[src/hw/rtl/adsr_pkg.sv]
// ----------------------------------------------------------------------------
// ADSR envelope gain package
// Widths, register indexes, state types and control structs shared by the
// envelope gain core, its serial multiply/divide unit and its sample scalers.
// ----------------------------------------------------------------------------
package adsr_pkg;

    localparam int SAMPLE_W = 16;
    localparam int TIME_W   = 24;
    localparam int GAIN_W   = 16;
    localparam int FRAC_W   = 12;

    // Product of a gain-wide operand and a time-wide operand.
    localparam int PROD_W = TIME_W + GAIN_W;
    // Serial step counter covers one gain bit per cycle.
    localparam int STEP_W = $clog2(GAIN_W);

    localparam int CFG_IDX_W  = 3;
    localparam int CFG_DATA_W = (TIME_W > GAIN_W) ? TIME_W : GAIN_W;

    localparam logic [GAIN_W-1:0] UNITY       = GAIN_W'(2 ** FRAC_W);
    localparam logic [GAIN_W-1:0] SUSTAIN_RST = UNITY;
    localparam logic [TIME_W-1:0] NOTE_RST    = TIME_W'(1);

    typedef enum logic [CFG_IDX_W-1:0] {
        REG_ATTACK_LEN    = 3'd0,
        REG_DECAY_END     = 3'd1,
        REG_SUSTAIN_LEVEL = 3'd2,
        REG_RELEASE_LEN   = 3'd3,
        REG_NOTE_LEN      = 3'd4
    } cfg_reg_t;

    typedef enum logic [2:0] {
        CT_IDLE,
        CT_SETUP,
        CT_GAIN,
        CT_SCALE
    } ctl_state_t;

    typedef enum logic [1:0] {
        GU_IDLE,
        GU_MUL,
        GU_DIV,
        GU_DONE
    } gu_state_t;

    typedef enum logic [1:0] {
        SC_IDLE,
        SC_RUN,
        SC_DONE
    } sc_state_t;

    typedef struct packed {
        logic              start;
        logic [GAIN_W-1:0] x;
        logic [TIME_W-1:0] y;
        logic [TIME_W-1:0] z;
    } gu_cmd_t;

    typedef struct packed {
        logic              done;
        logic [GAIN_W-1:0] quot;
    } gu_sts_t;

    typedef struct packed {
        logic              start;
        logic [GAIN_W-1:0] gain;
    } sc_cmd_t;

    typedef struct packed {
        logic                       done;
        logic signed [SAMPLE_W-1:0] result;
    } sc_sts_t;

endpackage

[src/hw/rtl/adsr_if.sv]
// ----------------------------------------------------------------------------
// ADSR envelope gain channels
// Sample request, result request and configuration write channels.
// ----------------------------------------------------------------------------
interface adsr_in_if import adsr_pkg::*;
();
    logic                       valid;
    logic                       ready;
    logic signed [SAMPLE_W-1:0] left_in;
    logic signed [SAMPLE_W-1:0] right_in;

    modport source (output valid, output left_in, output right_in, input ready);
    modport sink (input valid, input left_in, input right_in, output ready);
endinterface

interface adsr_out_if import adsr_pkg::*;
();
    logic                       valid;
    logic                       ready;
    logic signed [SAMPLE_W-1:0] left_out;
    logic signed [SAMPLE_W-1:0] right_out;
    logic                       note_done;

    modport source (output valid, output left_out, output right_out, output note_done,
                    input ready);
    modport sink (input valid, input left_out, input right_out, input note_done,
                  output ready);
endinterface

interface adsr_cfg_if import adsr_pkg::*;
();
    logic                  valid;
    logic                  ready;
    logic [CFG_IDX_W-1:0]  index;
    logic [CFG_DATA_W-1:0] data;

    modport source (output valid, output index, output data, input ready);
    modport sink (input valid, input index, input data, output ready);
endinterface

[src/hw/rtl/adsr_muldiv.sv]
// ----------------------------------------------------------------------------
// ADSR serial multiply/divide unit
// Computes floor(x * y / z) for y < z, one bit per cycle: a shift-and-add
// multiply followed by a restoring divide in the same shift register.
// ----------------------------------------------------------------------------
module adsr_muldiv import adsr_pkg::*;
(
    input  logic    clk,
    input  logic    rst_n,
    input  gu_cmd_t cmd,
    output gu_sts_t sts
);

    gu_state_t         state_reg, state_next;
    logic [STEP_W-1:0] step_reg, step_next;
    logic [PROD_W-1:0] acc_reg, acc_next;
    logic [TIME_W-1:0] y_reg, y_next;
    logic [TIME_W-1:0] z_reg, z_next;

    logic [TIME_W:0]   mul_sum;
    logic [TIME_W+1:0] div_diff;
    logic              last_step;

    assign last_step = (step_reg == STEP_W'(GAIN_W - 1));

    // Multiply: the low half holds the remaining multiplier bits.
    assign mul_sum = {1'b0, acc_reg[PROD_W-1:GAIN_W]}
                   + (acc_reg[0] ? {1'b0, y_reg} : {(TIME_W+1){1'b0}});

    // Divide: the partial remainder sits in the high half and stays below z.
    assign div_diff = {1'b0, acc_reg[PROD_W-1:GAIN_W], acc_reg[GAIN_W-1]}
                    - {2'b00, z_reg};

    always_ff @(posedge clk or negedge rst_n)
    begin
        if (!rst_n)
        begin
            state_reg <= GU_IDLE;
            step_reg  <= '0;
        end
        else
        begin
            state_reg <= state_next;
            step_reg  <= step_next;
        end
    end

    always_ff @(posedge clk)
    begin
        acc_reg <= acc_next;
        y_reg   <= y_next;
        z_reg   <= z_next;
    end

    always_comb
    begin
        state_next = state_reg;
        step_next  = step_reg;
        acc_next   = acc_reg;
        y_next     = y_reg;
        z_next     = z_reg;

        case (state_reg)
            GU_MUL:
            begin
                acc_next  = {mul_sum, acc_reg[GAIN_W-1:1]};
                step_next = step_reg + 1'b1;
                if (last_step)
                begin
                    state_next = GU_DIV;
                    step_next  = '0;
                end
            end
            GU_DIV:
            begin
                if (!div_diff[TIME_W+1])
                begin
                    acc_next = {div_diff[TIME_W-1:0], acc_reg[GAIN_W-2:0], 1'b1};
                end
                else
                begin
                    acc_next = {acc_reg[PROD_W-2:0], 1'b0};
                end
                step_next = step_reg + 1'b1;
                if (last_step)
                begin
                    state_next = GU_DONE;
                    step_next  = '0;
                end
            end
            default:
            begin
            end
        endcase

        if (cmd.start)
        begin
            state_next = GU_MUL;
            step_next  = '0;
            acc_next   = {{TIME_W{1'b0}}, cmd.x};
            y_next     = cmd.y;
            z_next     = cmd.z;
        end
    end

    assign sts.done = (state_reg == GU_DONE);
    assign sts.quot = acc_reg[GAIN_W-1:0];

endmodule

[src/hw/rtl/adsr_scaler.sv]
// ----------------------------------------------------------------------------
// ADSR sample scaler
// Multiplies a signed sample by an unsigned Q4.12 gain one gain bit per
// cycle, then rounds half up and saturates to the sample width.
// ----------------------------------------------------------------------------
module adsr_scaler import adsr_pkg::*;
(
    input  logic                       clk,
    input  logic                       rst_n,
    input  sc_cmd_t                    cmd,
    input  logic signed [SAMPLE_W-1:0] sample,
    output sc_sts_t                    sts
);

    localparam int HI_W = SAMPLE_W + 2;
    localparam int P_W  = HI_W + GAIN_W;

    sc_state_t                  state_reg, state_next;
    logic [STEP_W-1:0]          step_reg, step_next;
    logic [P_W-1:0]             acc_reg, acc_next;
    logic signed [SAMPLE_W-1:0] smp_reg, smp_next;

    logic signed [HI_W-1:0] hi_sum;
    logic signed [P_W-1:0]  rounded;
    logic signed [P_W-1:0]  shifted;
    logic                   overflow;

    assign hi_sum = $signed(acc_reg[P_W-1:GAIN_W])
                  + (acc_reg[0] ? HI_W'(smp_reg) : HI_W'(0));

    assign rounded = $signed(acc_reg) + P_W'(2 ** (FRAC_W - 1));
    assign shifted = rounded >>> FRAC_W;

    // Out of range unless every bit above the result's sign matches it.
    assign overflow = !((&shifted[P_W-1:SAMPLE_W-1]) || !(|shifted[P_W-1:SAMPLE_W-1]));

    always_ff @(posedge clk or negedge rst_n)
    begin
        if (!rst_n)
        begin
            state_reg <= SC_IDLE;
            step_reg  <= '0;
        end
        else
        begin
            state_reg <= state_next;
            step_reg  <= step_next;
        end
    end

    always_ff @(posedge clk)
    begin
        acc_reg <= acc_next;
        smp_reg <= smp_next;
    end

    always_comb
    begin
        state_next = state_reg;
        step_next  = step_reg;
        acc_next   = acc_reg;
        smp_next   = smp_reg;

        case (state_reg)
            SC_RUN:
            begin
                acc_next  = {hi_sum[HI_W-1], hi_sum, acc_reg[GAIN_W-1:1]};
                step_next = step_reg + 1'b1;
                if (step_reg == STEP_W'(GAIN_W - 1))
                begin
                    state_next = SC_DONE;
                    step_next  = '0;
                end
            end
            default:
            begin
            end
        endcase

        if (cmd.start)
        begin
            state_next = SC_RUN;
            step_next  = '0;
            acc_next   = {{HI_W{1'b0}}, cmd.gain};
            smp_next   = sample;
        end
    end

    always_comb
    begin
        sts.done = (state_reg == SC_DONE);
        if (overflow)
        begin
            sts.result = shifted[P_W-1] ? {1'b1, {(SAMPLE_W-1){1'b0}}}
                                        : {1'b0, {(SAMPLE_W-1){1'b1}}};
        end
        else
        begin
            sts.result = shifted[SAMPLE_W-1:0];
        end
    end

endmodule

[src/hw/rtl/adsr_envelope_gain_core.sv]
// ----------------------------------------------------------------------------
// ADSR envelope gain core
// Applies a linear attack/decay/sustain/release gain to a stereo sample pair.
// ----------------------------------------------------------------------------
// Path: in attack, decay and release a request passes through the 16-step
// serial multiply, the 16-step serial divide and the 16-step sample scalers;
// in sustain only the scalers run.
// Flow: one request at a time is processed; a finished result waits in the
// output register while the next request is taken.
// Reset: the sample counter clears and the config registers take their reset values.
module adsr_envelope_gain_core import adsr_pkg::*;
(
    input  logic       clk,
    input  logic       rst_n,
    adsr_in_if.sink    samples,
    adsr_out_if.source results,
    adsr_cfg_if.sink   cfg
);

    logic [TIME_W-1:0] attack_len_reg;
    logic [TIME_W-1:0] decay_end_reg;
    logic [GAIN_W-1:0] sustain_level_reg;
    logic [TIME_W-1:0] release_len_reg;
    logic [TIME_W-1:0] note_len_reg;

    ctl_state_t        state_reg, state_next;
    logic [TIME_W-1:0] count_reg, count_next;
    logic              out_valid_reg, out_valid_next;

    logic [TIME_W-1:0]          t_reg, t_next;
    logic signed [SAMPLE_W-1:0] left_reg, left_next;
    logic signed [SAMPLE_W-1:0] right_reg, right_next;
    logic                       last_reg, last_next;
    logic                       decay_reg, decay_next;
    logic                       sub_reg, sub_next;

    logic signed [SAMPLE_W-1:0] left_out_reg, left_out_next;
    logic signed [SAMPLE_W-1:0] right_out_reg, right_out_next;
    logic                       note_done_reg, note_done_next;

    gu_cmd_t gu_cmd;
    gu_sts_t gu_sts;
    sc_cmd_t sc_cmd;
    sc_sts_t sc_left_sts;
    sc_sts_t sc_right_sts;

    logic              accept;
    logic [TIME_W:0]   count_inc;
    logic              t_lt_a;
    logic              t_lt_d;
    logic              in_release;
    logic [GAIN_W-1:0] gain_base;
    logic [GAIN_W-1:0] gain_final;

    assign accept    = samples.valid && samples.ready;
    assign count_inc = {1'b0, count_reg} + 1'b1;

    assign t_lt_a     = t_reg < attack_len_reg;
    assign t_lt_d     = t_reg < decay_end_reg;
    assign in_release = (release_len_reg != '0)
                     && (({1'b0, t_reg} + {1'b0, release_len_reg}) > {1'b0, note_len_reg});

    assign gain_base  = decay_reg ? UNITY : '0;
    assign gain_final = sub_reg ? (gain_base - gu_sts.quot) : (gain_base + gu_sts.quot);

    adsr_muldiv u_muldiv
    (
        .clk   (clk),
        .rst_n (rst_n),
        .cmd   (gu_cmd),
        .sts   (gu_sts)
    );

    adsr_scaler u_scaler_left
    (
        .clk    (clk),
        .rst_n  (rst_n),
        .cmd    (sc_cmd),
        .sample (left_reg),
        .sts    (sc_left_sts)
    );

    adsr_scaler u_scaler_right
    (
        .clk    (clk),
        .rst_n  (rst_n),
        .cmd    (sc_cmd),
        .sample (right_reg),
        .sts    (sc_right_sts)
    );

    assign cfg.ready = 1'b1;

    always_ff @(posedge clk or negedge rst_n)
    begin
        if (!rst_n)
        begin
            attack_len_reg    <= '0;
            decay_end_reg     <= '0;
            sustain_level_reg <= SUSTAIN_RST;
            release_len_reg   <= '0;
            note_len_reg      <= NOTE_RST;
        end
        else if (cfg.valid && cfg.ready)
        begin
            case (cfg.index)
                REG_ATTACK_LEN:    attack_len_reg    <= cfg.data[TIME_W-1:0];
                REG_DECAY_END:     decay_end_reg     <= cfg.data[TIME_W-1:0];
                REG_SUSTAIN_LEVEL: sustain_level_reg <= cfg.data[GAIN_W-1:0];
                REG_RELEASE_LEN:   release_len_reg   <= cfg.data[TIME_W-1:0];
                REG_NOTE_LEN:      note_len_reg      <= cfg.data[TIME_W-1:0];
                default:
                begin
                end
            endcase
        end
    end

    always_ff @(posedge clk or negedge rst_n)
    begin
        if (!rst_n)
        begin
            state_reg     <= CT_IDLE;
            count_reg     <= '0;
            out_valid_reg <= 1'b0;
        end
        else
        begin
            state_reg     <= state_next;
            count_reg     <= count_next;
            out_valid_reg <= out_valid_next;
        end
    end

    always_ff @(posedge clk)
    begin
        t_reg         <= t_next;
        left_reg      <= left_next;
        right_reg     <= right_next;
        last_reg      <= last_next;
        decay_reg     <= decay_next;
        sub_reg       <= sub_next;
        left_out_reg  <= left_out_next;
        right_out_reg <= right_out_next;
        note_done_reg <= note_done_next;
    end

    always_comb
    begin
        state_next     = state_reg;
        count_next     = count_reg;
        t_next         = t_reg;
        left_next      = left_reg;
        right_next     = right_reg;
        last_next      = last_reg;
        decay_next     = decay_reg;
        sub_next       = sub_reg;
        left_out_next  = left_out_reg;
        right_out_next = right_out_reg;
        note_done_next = note_done_reg;
        out_valid_next = out_valid_reg && !results.ready;

        samples.ready  = 1'b0;
        gu_cmd         = '0;
        sc_cmd         = '0;

        case (state_reg)
            CT_IDLE:
            begin
                samples.ready = 1'b1;
                if (accept)
                begin
                    // The counter moves on at acceptance; the gain uses the old value.
                    t_next     = count_reg;
                    left_next  = samples.left_in;
                    right_next = samples.right_in;
                    last_next  = count_inc >= {1'b0, note_len_reg};
                    count_next = (count_inc >= {1'b0, note_len_reg}) ? '0
                                                                     : count_inc[TIME_W-1:0];
                    state_next = CT_SETUP;
                end
            end
            CT_SETUP:
            begin
                decay_next = 1'b0;
                sub_next   = 1'b0;
                if (t_lt_a)
                begin
                    gu_cmd.start = 1'b1;
                    gu_cmd.x     = UNITY;
                    gu_cmd.y     = t_reg;
                    gu_cmd.z     = attack_len_reg;
                    state_next   = CT_GAIN;
                end
                else if (t_lt_d)
                begin
                    gu_cmd.start = 1'b1;
                    gu_cmd.x     = (sustain_level_reg >= UNITY) ? (sustain_level_reg - UNITY)
                                                                : (UNITY - sustain_level_reg);
                    gu_cmd.y     = t_reg - attack_len_reg;
                    gu_cmd.z     = decay_end_reg - attack_len_reg;
                    decay_next   = 1'b1;
                    sub_next     = sustain_level_reg < UNITY;
                    state_next   = CT_GAIN;
                end
                else if (in_release)
                begin
                    // A zero sustain level releases from unity gain.
                    gu_cmd.start = 1'b1;
                    gu_cmd.x     = (sustain_level_reg == '0) ? UNITY : sustain_level_reg;
                    gu_cmd.y     = (note_len_reg > t_reg) ? (note_len_reg - t_reg) : '0;
                    gu_cmd.z     = release_len_reg;
                    state_next   = CT_GAIN;
                end
                else
                begin
                    sc_cmd.start = 1'b1;
                    sc_cmd.gain  = sustain_level_reg;
                    state_next   = CT_SCALE;
                end
            end
            CT_GAIN:
            begin
                if (gu_sts.done)
                begin
                    sc_cmd.start = 1'b1;
                    sc_cmd.gain  = gain_final;
                    state_next   = CT_SCALE;
                end
            end
            CT_SCALE:
            begin
                if (sc_left_sts.done && sc_right_sts.done
                    && (!out_valid_reg || results.ready))
                begin
                    left_out_next  = sc_left_sts.result;
                    right_out_next = sc_right_sts.result;
                    note_done_next = last_reg;
                    out_valid_next = 1'b1;
                    state_next     = CT_IDLE;
                end
            end
            default:
            begin
                state_next = CT_IDLE;
            end
        endcase
    end

    assign results.valid     = out_valid_reg;
    assign results.left_out  = left_out_reg;
    assign results.right_out = right_out_reg;
    assign results.note_done = note_done_reg;

endmodule
[src/flat_wrapper.sv]
// flat-port wrapper written by rule: the top's interface ports become plain ports
module adsr_envelope_gain_core_flat import adsr_pkg::*;
  (clk, rst_n, samples_valid, samples_left_in, samples_right_in, samples_ready, results_valid, results_left_out, results_right_out, results_note_done, results_ready, cfg_valid, cfg_index, cfg_data, cfg_ready);
  adsr_in_if samples_i ();
  adsr_out_if results_i ();
  adsr_cfg_if cfg_i ();
  input  logic clk;
  input  logic rst_n;
  input wire logic [$bits(samples_i.valid)-1:0] samples_valid;
  input wire logic [$bits(samples_i.left_in)-1:0] samples_left_in;
  input wire logic [$bits(samples_i.right_in)-1:0] samples_right_in;
  output wire logic [$bits(samples_i.ready)-1:0] samples_ready;
  output wire logic [$bits(results_i.valid)-1:0] results_valid;
  output wire logic [$bits(results_i.left_out)-1:0] results_left_out;
  output wire logic [$bits(results_i.right_out)-1:0] results_right_out;
  output wire logic [$bits(results_i.note_done)-1:0] results_note_done;
  input wire logic [$bits(results_i.ready)-1:0] results_ready;
  input wire logic [$bits(cfg_i.valid)-1:0] cfg_valid;
  input wire logic [$bits(cfg_i.index)-1:0] cfg_index;
  input wire logic [$bits(cfg_i.data)-1:0] cfg_data;
  output wire logic [$bits(cfg_i.ready)-1:0] cfg_ready;
  assign samples_i.valid = samples_valid;
  assign samples_i.left_in = samples_left_in;
  assign samples_i.right_in = samples_right_in;
  assign samples_ready = samples_i.ready;
  assign results_valid = results_i.valid;
  assign results_left_out = results_i.left_out;
  assign results_right_out = results_i.right_out;
  assign results_note_done = results_i.note_done;
  assign results_i.ready = results_ready;
  assign cfg_i.valid = cfg_valid;
  assign cfg_i.index = cfg_index;
  assign cfg_i.data = cfg_data;
  assign cfg_ready = cfg_i.ready;
  adsr_envelope_gain_core u_core (.clk(clk), .rst_n(rst_n), .samples(samples_i), .results(results_i), .cfg(cfg_i));
endmodule
[config.mk]
export PLATFORM = sky130hd
export DESIGN_NAME = adsr_envelope_gain_core_flat
export DESIGN_NICKNAME = d
export VERILOG_FILES = /design/src/hw/rtl/adsr_pkg.sv /design/src/hw/rtl/adsr_if.sv /design/src/hw/rtl/adsr_muldiv.sv /design/src/hw/rtl/adsr_scaler.sv /design/src/hw/rtl/adsr_envelope_gain_core.sv /design/src/flat_wrapper.sv
export SDC_FILE = /design/constraint.sdc
export NUM_CORES = 1
export LEC_CHECK = 0
export BUFFER_PORTS_ARGS = -buffer_cell sky130_fd_sc_hd__buf_2
export CAP_MARGIN = 20
export CORE_MARGIN = 5
export CORE_UTILIZATION = 40
export CTS_BUF_LIST = sky130_fd_sc_hd__clkbuf_8
export CTS_CLUSTER_DIAMETER = 30
export CTS_CLUSTER_SIZE = 28
export DETAILED_ROUTE_END_ITERATION = 12
export GPL_TIMING_DRIVEN = 0
export HOLD_SLACK_MARGIN = 0.12
export MAX_ROUTING_LAYER = met4
export PLACE_DENSITY_LB_ADDON = 0.2
export SETUP_SLACK_MARGIN = 0.3
export SLEW_MARGIN = 20
export SYNTH_ARGS = -nofsm -noshare
export SYNTH_HDL_FRONTEND = slang
export SYNTH_HIERARCHICAL = 1
export SYNTH_SLANG_ARGS = --single-unit
[constraint.sdc]
create_clock -name clk -period 7.92 [get_ports clk]
set_clock_uncertainty 0.2 [all_clocks]
set_input_delay 0.396 -clock clk [delete_from_list [all_inputs] [get_ports clk]]
set_output_delay 0.396 -clock clk [all_outputs]
set_load 0.05 [all_outputs]
==> results of run 1 <==
[stage by stage]
step | setup WS (ns) | hold WS, ns
6_report | 0.7439 | 0.1959
2_1_floorplan | 0.3079 | -0.09959
3_5_place_dp | -0.1483 | 0.1941
3_3_place_gp | -2.439 | 0.2011
4_1_cts | 0.3043 | 0.1288
5_1_grt | 0.2970 | 0.1501
[final timing paths]
check	slack, ns	to
max	0.74	u_core/u_scaler_right/acc_reg[8]
min in group asynchronous	0.61	u_core/sustain_level_reg[12]
max reg2reg	0.74	u_core/u_scaler_right/acc_reg[8]
min	0.20	u_core/right_reg[4]
min reg2reg	0.20	u_core/u_scaler_right/smp_reg[14]
max in group asynchronous	6.38	u_core/u_muldiv/step_reg[0]
[power by group]
group	internal [mW]	total, mW	switching (mW)
logic	2.94	7.28	4.34
clock network	1.84	3.10	1.26
registers	3.19	3.82	0.636
[final cells by class]
| cell class | count | area (µm²) | area share |
|---|---|---|---|
| multi-input cells | 2500 | 17850 | 0.4925 |
| repair buffers | 175 | 1376 | 0.03798 |
| diodes | 1 | 2.502 | 0.00006906 |
| plain buffers | 134 | 696.9 | 0.01923 |
| well taps | 1040 | 1301 | 0.03591 |
| clock buffers | 115 | 1583 | 0.04368 |
| flip-flops and latches | 435 | 11700 | 0.3228 |
| inverters | 211 | 795.8 | 0.02196 |
| clock inverters | 89 | 935.9 | 0.02583 |
[kinds of logic (layout without fill, tap and decap cells)]
logic type               after synthesis  in the layout  share of synthesized area
multiplexers                         131            131                    0.04537
XOR/XNOR                             210            210                    0.05963
adder cells (fa/ha/maj)              275            275                     0.1130
buffers and inverters                346            724                    0.04767
AO/OA/AOI/OAI                        943            943                     0.2027
other                                  1              2                  0.0001211
AND/OR/NAND/NOR                      940            940                     0.1537
flip-flops                           435            435                     0.3777
[synthesized netlist by cell type, types with 11 or more instances]
library cell  instances
buf_1                12
inv_1               208
xnor2_1             136
ha_1                267
nor2_1              165
buf_4                18
mux2_2               75
mux2i_1              56
a22o_1               11
and3_1               32
a221oi_2             16
nor3_1               66
a211oi_1             54
nor2b_1              32
xor2_1               73
nand4_1              46
dfxtp_1              58
a221oi_1             23
o21a_1               40
buf_2                15
and2_1               72
nand2b_1             26
a21o_1               87
o31a_1               11
or3_1                18
dfrtp_1             155
o21ai_0             248
nand2_1             313
o21bai_1             19
clkbuf_1             80
a31oi_1              34
nand3_1              85
o22ai_1              11
edfxtp_1            220
o31ai_1              24
a211o_1              14
a21oi_1             225
o211ai_1             19
[what timing repair did]
| item | 4_1_cts | 5_1_grt |
|---|---|---|
| endpoints found under the hold margin | 303 | 0 |
| endpoints found under the setup margin | 51 | 77 |
| resized for setup | 7 | 12 |
| pin swaps | 0 | 1 |
| buffers inserted | 0 | 6 |
| hold buffers | 64 | 0 |
| gates cloned | 0 | 0 |
[metal layers]
layer	global-route usage	up-vias	wire, µm
li1	-	12704	-
met1	0.3003	12315	42670
met2	0.3602	612	42940
met3	0.03157	182	4525
met4	0.06995	0	3119
met5	-	-	0
[layout by cell type, fill, tap and decap left out, types with 46 or more instances in the layout]
cell type / instances
dfxtp_1: 58
edfxtp_1: 220
and2_1: 72
mux2_2: 75
xor2_1: 73
a21oi_1: 224
nand2_1: 312
buf_2: 115
nand4_1: 46
mux2i_1: 56
nor3_1: 66
clkbuf_1: 72
dfrtp_1: 155
inv_1: 217
o21ai_0: 248
dlygate4sd3_1: 63
a211oi_1: 54
xnor2_1: 136
ha_1: 267
nor2_1: 164
nand3_1: 85
a21o_1: 87
clkbuf_8: 116
[worst max-delay path, stage by stage, from the launching register on]
cell and delay (ns):
edfxtp_1 0.52, inv_1 0.27, fa_1 0.26, nor2b_1 0.07
o31ai_1 0.44, a211oi_2 0.21, o21ai_1 0.26, a31oi_1 0.14
o21a_1 0.21, o31a_1 0.27, o21a_1 0.17, nor2_1 0.11
xnor2_1 0.09, ha_1 0.32, nand3_1 0.11, o221ai_1 0.33
o32ai_1 0.13, a21oi_1 0.41, o32ai_4 0.20, and2_1 0.17
buf_2 0.19, a22oi_1 0.27, nor2b_4 0.08, buf_4 0.17
buf_16 0.16, nor2_1 0.41, clkinvlp_4 0.55
==> results_dict.tcl, run 1 <==
set metrics [dict create \
    status "completed" \
    path_class "reg2reg" \
    peakVddDrop_v 0.0001832 \
    grt_max_degree 93 \
    synth_edf_count 220 \
    startpoint "u_core/t_reg[1]" \
    globalRouteOverflowTotal 0 \
    syn_area_per_cell_um2 9.439 \
    post-route-period-util 0.9061 \
    htreeDepth 3 \
    seq_area_frac_synth 0.3777 \
    die_h_um 288.3 \
    synthFlopType "edfxtp_1" \
    worstPathRequired_ns 8.04 \
    cts_sinks 435 \
    hold_viol_final 0 \
    drt_iter0_markers 1733 \
    gp_congestion 0.9729 \
    reg2regPathDepth 26 \
    min-delay-start "samples_right_in[4]" \
    port_buffers 98 \
    grt_pass1_vias 25183 \
    yosysTopAreaCellShare 0.2133 \
    synth_area_mm2 0.03097 \
    tightest_slew_ns 1.030 \
    hold_depth 2 \
    yosys_warnings 6 \
    num_vias 25813 \
    drive_gt1_frac 0.1375 \
    antenna_found_initial 1 \
    leakagePower_nw 15.14 \
    ys_ff_latch 435 \
    fp.dieArea_mm2 0.08309 \
    grt_use_total 0.2259 \
    slew_violations 0 \
    viasPerCell 5.492 \
    rsz0062_at_grt "yes" \
    place_area_mm2 0.03298 \
    detail_route.wl_per_cell_um 19.84 \
    num-fill-cells 7503 \
    drc 0 \
    largest_reg_flops 40 \
    ant_nets 0 \
    syn_nets 3620 \
    synth_cell_types 122 \
    start_util 0.4018 \
    wl_um 93260 \
    pin_count 100 \
    dp_cells 4426 \
    die_w_um 288.3 \
    min_path_type "in2reg" \
    layout_min_cycle_time_ns 7.176 \
    end_kind "flop" \
    synth.largest_area_cell "edfxtp_1" \
    rr_startpoint "u_core/t_reg[1]" \
    clk_pin_slew_ns 0.07 \
    first_pass_iters 8 \
    cp_max_fo 27 \
    p_total_mw 14.20 \
    area_growth_syn_to_layout_pct 17.00 \
    clkLatencyLatePin_ns 0.73 \
    powerDensity_mw_per_mm2 391.8 \
    fin_nets 3904 \
    max_freq_mhz 139.4 \
    synth_area_leaders "edfxtp_1 21%, dfrtp_1 13%, ha_1 11%" \
    max_cap_violations 0 \
    utilization 0.4701 \
    final_cells 4700 \
    syn_inst 3281 \
    num_rows 102 \
    setup_violations 0 \
    tns_ns 0 \
    cp.arrival_ns 7.29 \
    grt_first_pass_wirelength_um 143700 \
    cts_tree "done" \
    clk_path_buf_depth 3 \
    cp-start-kind "flop" \
    cts_made_buffers 108 \
    max_slew_margin 0.3077 \
    root_buffer "clkbuf_8" \
    dp_hpwl_um 73160 \
    stdcell_area_mm2 0.03624 \
    core_area_mm2 0.07708 \
    synthArstFlopShare 0.3609 \
]
Note: power is estimated with default switching activity, not from simulation.
==> run 2, diff against run 1 <==
--- a/config.mk
+++ b/config.mk
@@ -5,6 +5,7 @@
 export SDC_FILE = /design/constraint.sdc
 export NUM_CORES = 1
 export LEC_CHECK = 0
+export ABC_AREA = 1
 export BUFFER_PORTS_ARGS = -buffer_cell sky130_fd_sc_hd__buf_2
 export CAP_MARGIN = 20
 export CORE_MARGIN = 5
==> run 2 against run 1 <==
- global-route usage grew 2.7 points
- largest cell class unchanged
- sequential cell count is the same
- count of clock-buffer cells in the layout shrank 6
- worst setup slack lost 0.012 ns
- register-to-register slack is essentially flat
- total power grew 18%
- die area grew 12%
- non-clock buffer count grew 3
- clock power grew 4%
- first-iteration DRC count grew 50%
- core utilization shrank 0.49 points
- sequential power grew 6.5%
==> results_dict.tcl, run 2 <==
set metrics [dict create \
    yosys-top-cells-count "1433 x nand2_1, 696 x inv_1, 432 x nor2_1" \
    globalRouteOverflowTotal 0 \
    root_buffer "clkbuf_8" \
    reg2regPathDepth 31 \
    drive_gt1_frac 0.09970 \
    holdWs_ns 0.1833 \
    clk_pin_slew_ns 0.06 \
    p_seq_frac 0.243 \
    tightest_slew_ns 0.8405 \
    layout_commonest_cell "nand2_1" \
    yosys_warnings 6 \
    port_buffers 98 \
    synthArstFlopShare 0.3609 \
    max_freq_mhz 139.1 \
    clkLatencyLatePin_ns 0.75 \
    grt_use_met1 0.3431 \
    leakagePower_nw 19.65 \
    max_cap_violations 0 \
    grt_max_degree 67 \
    cp-start-kind "flop" \
    swShare 0.5005 \
    pin_count 100 \
    first_pass_iters 6 \
    grt_busiest_layer "met2" \
    area_growth_syn_to_layout_pct 15.93 \
    grt_util_met3 0.03805 \
    syn_area_per_cell_um2 7.032 \
    slowest_delay_ns 0.68 \
    synth.largest_area_cell "edfxtp_1" \
    gp_congestion 0.9757 \
    worstPathRequired_ns 8.07 \
    grt_use_total 0.2532 \
    synth_most_common_cell "nand2_1" \
    slew_violations 0 \
    grt_first_pass_wirelength_um 180100 \
    largest_reg_flops 40 \
    p_total_mw 16.75 \
    cts_made_buffers 104 \
    final_cells 6473 \
    syn_nets 5274 \
    internal-power_mw 8.366 \
    rrSetupSlack_ns 0.73 \
    synth_area_mm2 0.03470 \
    syn_inst 4935 \
    dp_hpwl_um 93610 \
    synth_cell_types 65 \
    grt_pass1_vias 31417 \
    layout_common_cells "1433 x nand2_1, 702 x inv_1, 431 x nor2_1" \
    cp_slowest_cell "edfxtp_1" \
    start_util 0.4012 \
    htreeDepth 3 \
    setup_violations 0 \
    cts_sinks 435 \
    end_kind "flop" \
    r2r_end "u_core/u_scaler_right/acc_reg[9]" \
    dp_cells 6195 \
    core_area_mm2 0.08648 \
    max_slew_margin 0.4346 \
    peakVddDrop_v 0.0001871 \
    yosysTopAreaCellShare 0.1904 \
    drt_iter0_markers 2605 \
    endpoint "u_core/u_scaler_right/acc_reg[9]" \
    cp_max_fo 20 \
    fp.dieArea_mm2 0.09274 \
    pwr-share-comb 0.565 \
    synth_edf_count 220 \
    synthFlopType "edfxtp_1" \
    hold_viol_final 0 \
    rsz0062_at_grt "no" \
    seq_area_frac_synth 0.3371 \
    status "completed" \
    grt.met2_usage 0.3850 \
    startpoint "u_core/t_reg[1]" \
    powerDensity_mw_per_mm2 416.3 \
    post-route-period-util 0.9076 \
    postCtsResizedCells 0 \
    min_path_type "in2reg" \
    netSwitchingPower_mw 8.382 \
    detail_route.wl_per_cell_um 18.15 \
    path_class "reg2reg" \
    fin_nets 5563 \
    cts_tree "done" \
    ys_ff_latch 435 \
    layout_min_cycle_time_ns 7.189 \
    viasPerCell 5.138 \
    synth_area_leaders "edfxtp_1 19%, nand2_1 16%, dfrtp_1 11%" \
    cp.arrival_ns 7.34 \
    rr_startpoint "u_core/t_reg[1]" \
    wl_um 117500 \
    drc 0 \
    num_rows 108 \
    num_vias 33258 \
    die_w_um 304.5 \
    ant_nets 0 \
    clk_path_buf_depth 3 \
    p_clk_frac 0.192 \
    antenna_found_initial 3 \
    die_h_um 304.5 \
]
run 2: cell count changes after synthesis, moves of 64 or more:
cell / previous run / this run
o21ai_0: 248 / 337
nor2_1: 165 / 432
nand3_1: 85 / 236
a21o_1: 87 / 11
mux2_2: 75 / 0
xnor2_1: 136 / 46
inv_1: 208 / 696
nand2_1: 313 / 1433
and2_1: 72 / 8
a21oi_1: 225 / 344
nand2_2: 0 / 65
run 2: power groups by stage:
stage	Combinational, mW	Sequential (mW)	Clock [mW]
final	9.47	4.07	3.21
after global routing	10.6	4.13	3.40
after CTS	9.38	4.05	3.28
after detailed placement	9.29	4.09	0
after global placement	9.19	4.09	0
after floorplan	6.90	3.71	0
run 2: repair_timing:
action / in CTS / in global routing
hold endpoints to repair: 307 / 0
buffers inserted: 0 / 0
hold buffers: 78 / 0
run 2: worst max-delay path, delay by kind of cell, from the launching register on:
kind	cells	cell delay, ns
adders and majority gates	2	0.68
xor gates and xnor gates	1	0.27
and+or+nand+nor	20	2.55
DFF	1	0.68
AOI/OAI and AO/OA	1	0.28
buffers and inverters	7	2.09
run 2: final cells by class:
| cell class | instances | area [µm²] |
|---|---|---|
| tap | 1155 | 1445 |
| inverter | 719 | 2699 |
| buffer | 129 | 690.7 |
| timing repair buffer | 183 | 1469 |
| antenna | 2 | 5.005 |
| multi-input combinational | 3652 | 19640 |
| sequential | 435 | 11700 |
| fill | 8934 | 46260 |
| clock inverter | 89 | 1085 |
| clock buffer | 109 | 1500 |
run 2: cells by family (layout without fill, tap and decap cells):
kind of cell | after synthesis | count (layout) | synth area share
AO/OA/AOI/OAI | 797 | 797 | 0.1235
other | 1 | 3 | 0.0001081
XOR/XNOR | 151 | 151 | 0.03833
adder cells (fa/ha/maj) | 275 | 275 | 0.1009
flip-flops | 435 | 435 | 0.3371
buffers and inverters | 848 | 1229 | 0.09757
AND/OR/NAND/NOR | 2428 | 2428 | 0.3025
run 2: per-stage QoR:
step | worst slack [ns] | utilization | setup TNS (ns) | instance area, µm²
finish | 0.7315 | 0.4651 | 0 | 40230
floorplan | 1.184 | - | 0 | 34700
CTS | 0.6802 | 0.4651 | 0 | 40220
global placement | -2.487 | 0.4236 | -201.82 | 36640
detailed placement | 0.7290 | 0.4261 | 0 | 36850
global route | 0.3542 | 0.4651 | 0 | 40230
run 2: layer usage:
| metal | wire (µm) | vias up |
|---|---|---|
| li1 | - | 16648 |
| met1 | 53570 | 15325 |
| met2 | 50800 | 1016 |
| met3 | 7789 | 269 |
| met4 | 5301 | 0 |
| met5 | 0 | - |
run 2: worst min-delay path by stage:
stage / slack, ns / end / cells past startpoint / start
after global routing: 0.13 / u_core/right_reg[5] / 2 / samples_right_in[5]
after floorplan: -0.1 / u_core/attack_len_reg[0] / 0 / rst_n
after CTS: 0.12 / u_core/left_reg[13] / 2 / samples_left_in[13]
after global placement: 0.20 / u_core/u_scaler_right/smp_reg[4] / 0 / u_core/right_reg[4]
final: 0.18 / u_core/right_reg[4] / 2 / samples_right_in[4]
after detailed placement: 0.08 / u_core/count_reg[21] / 1 / rst_n
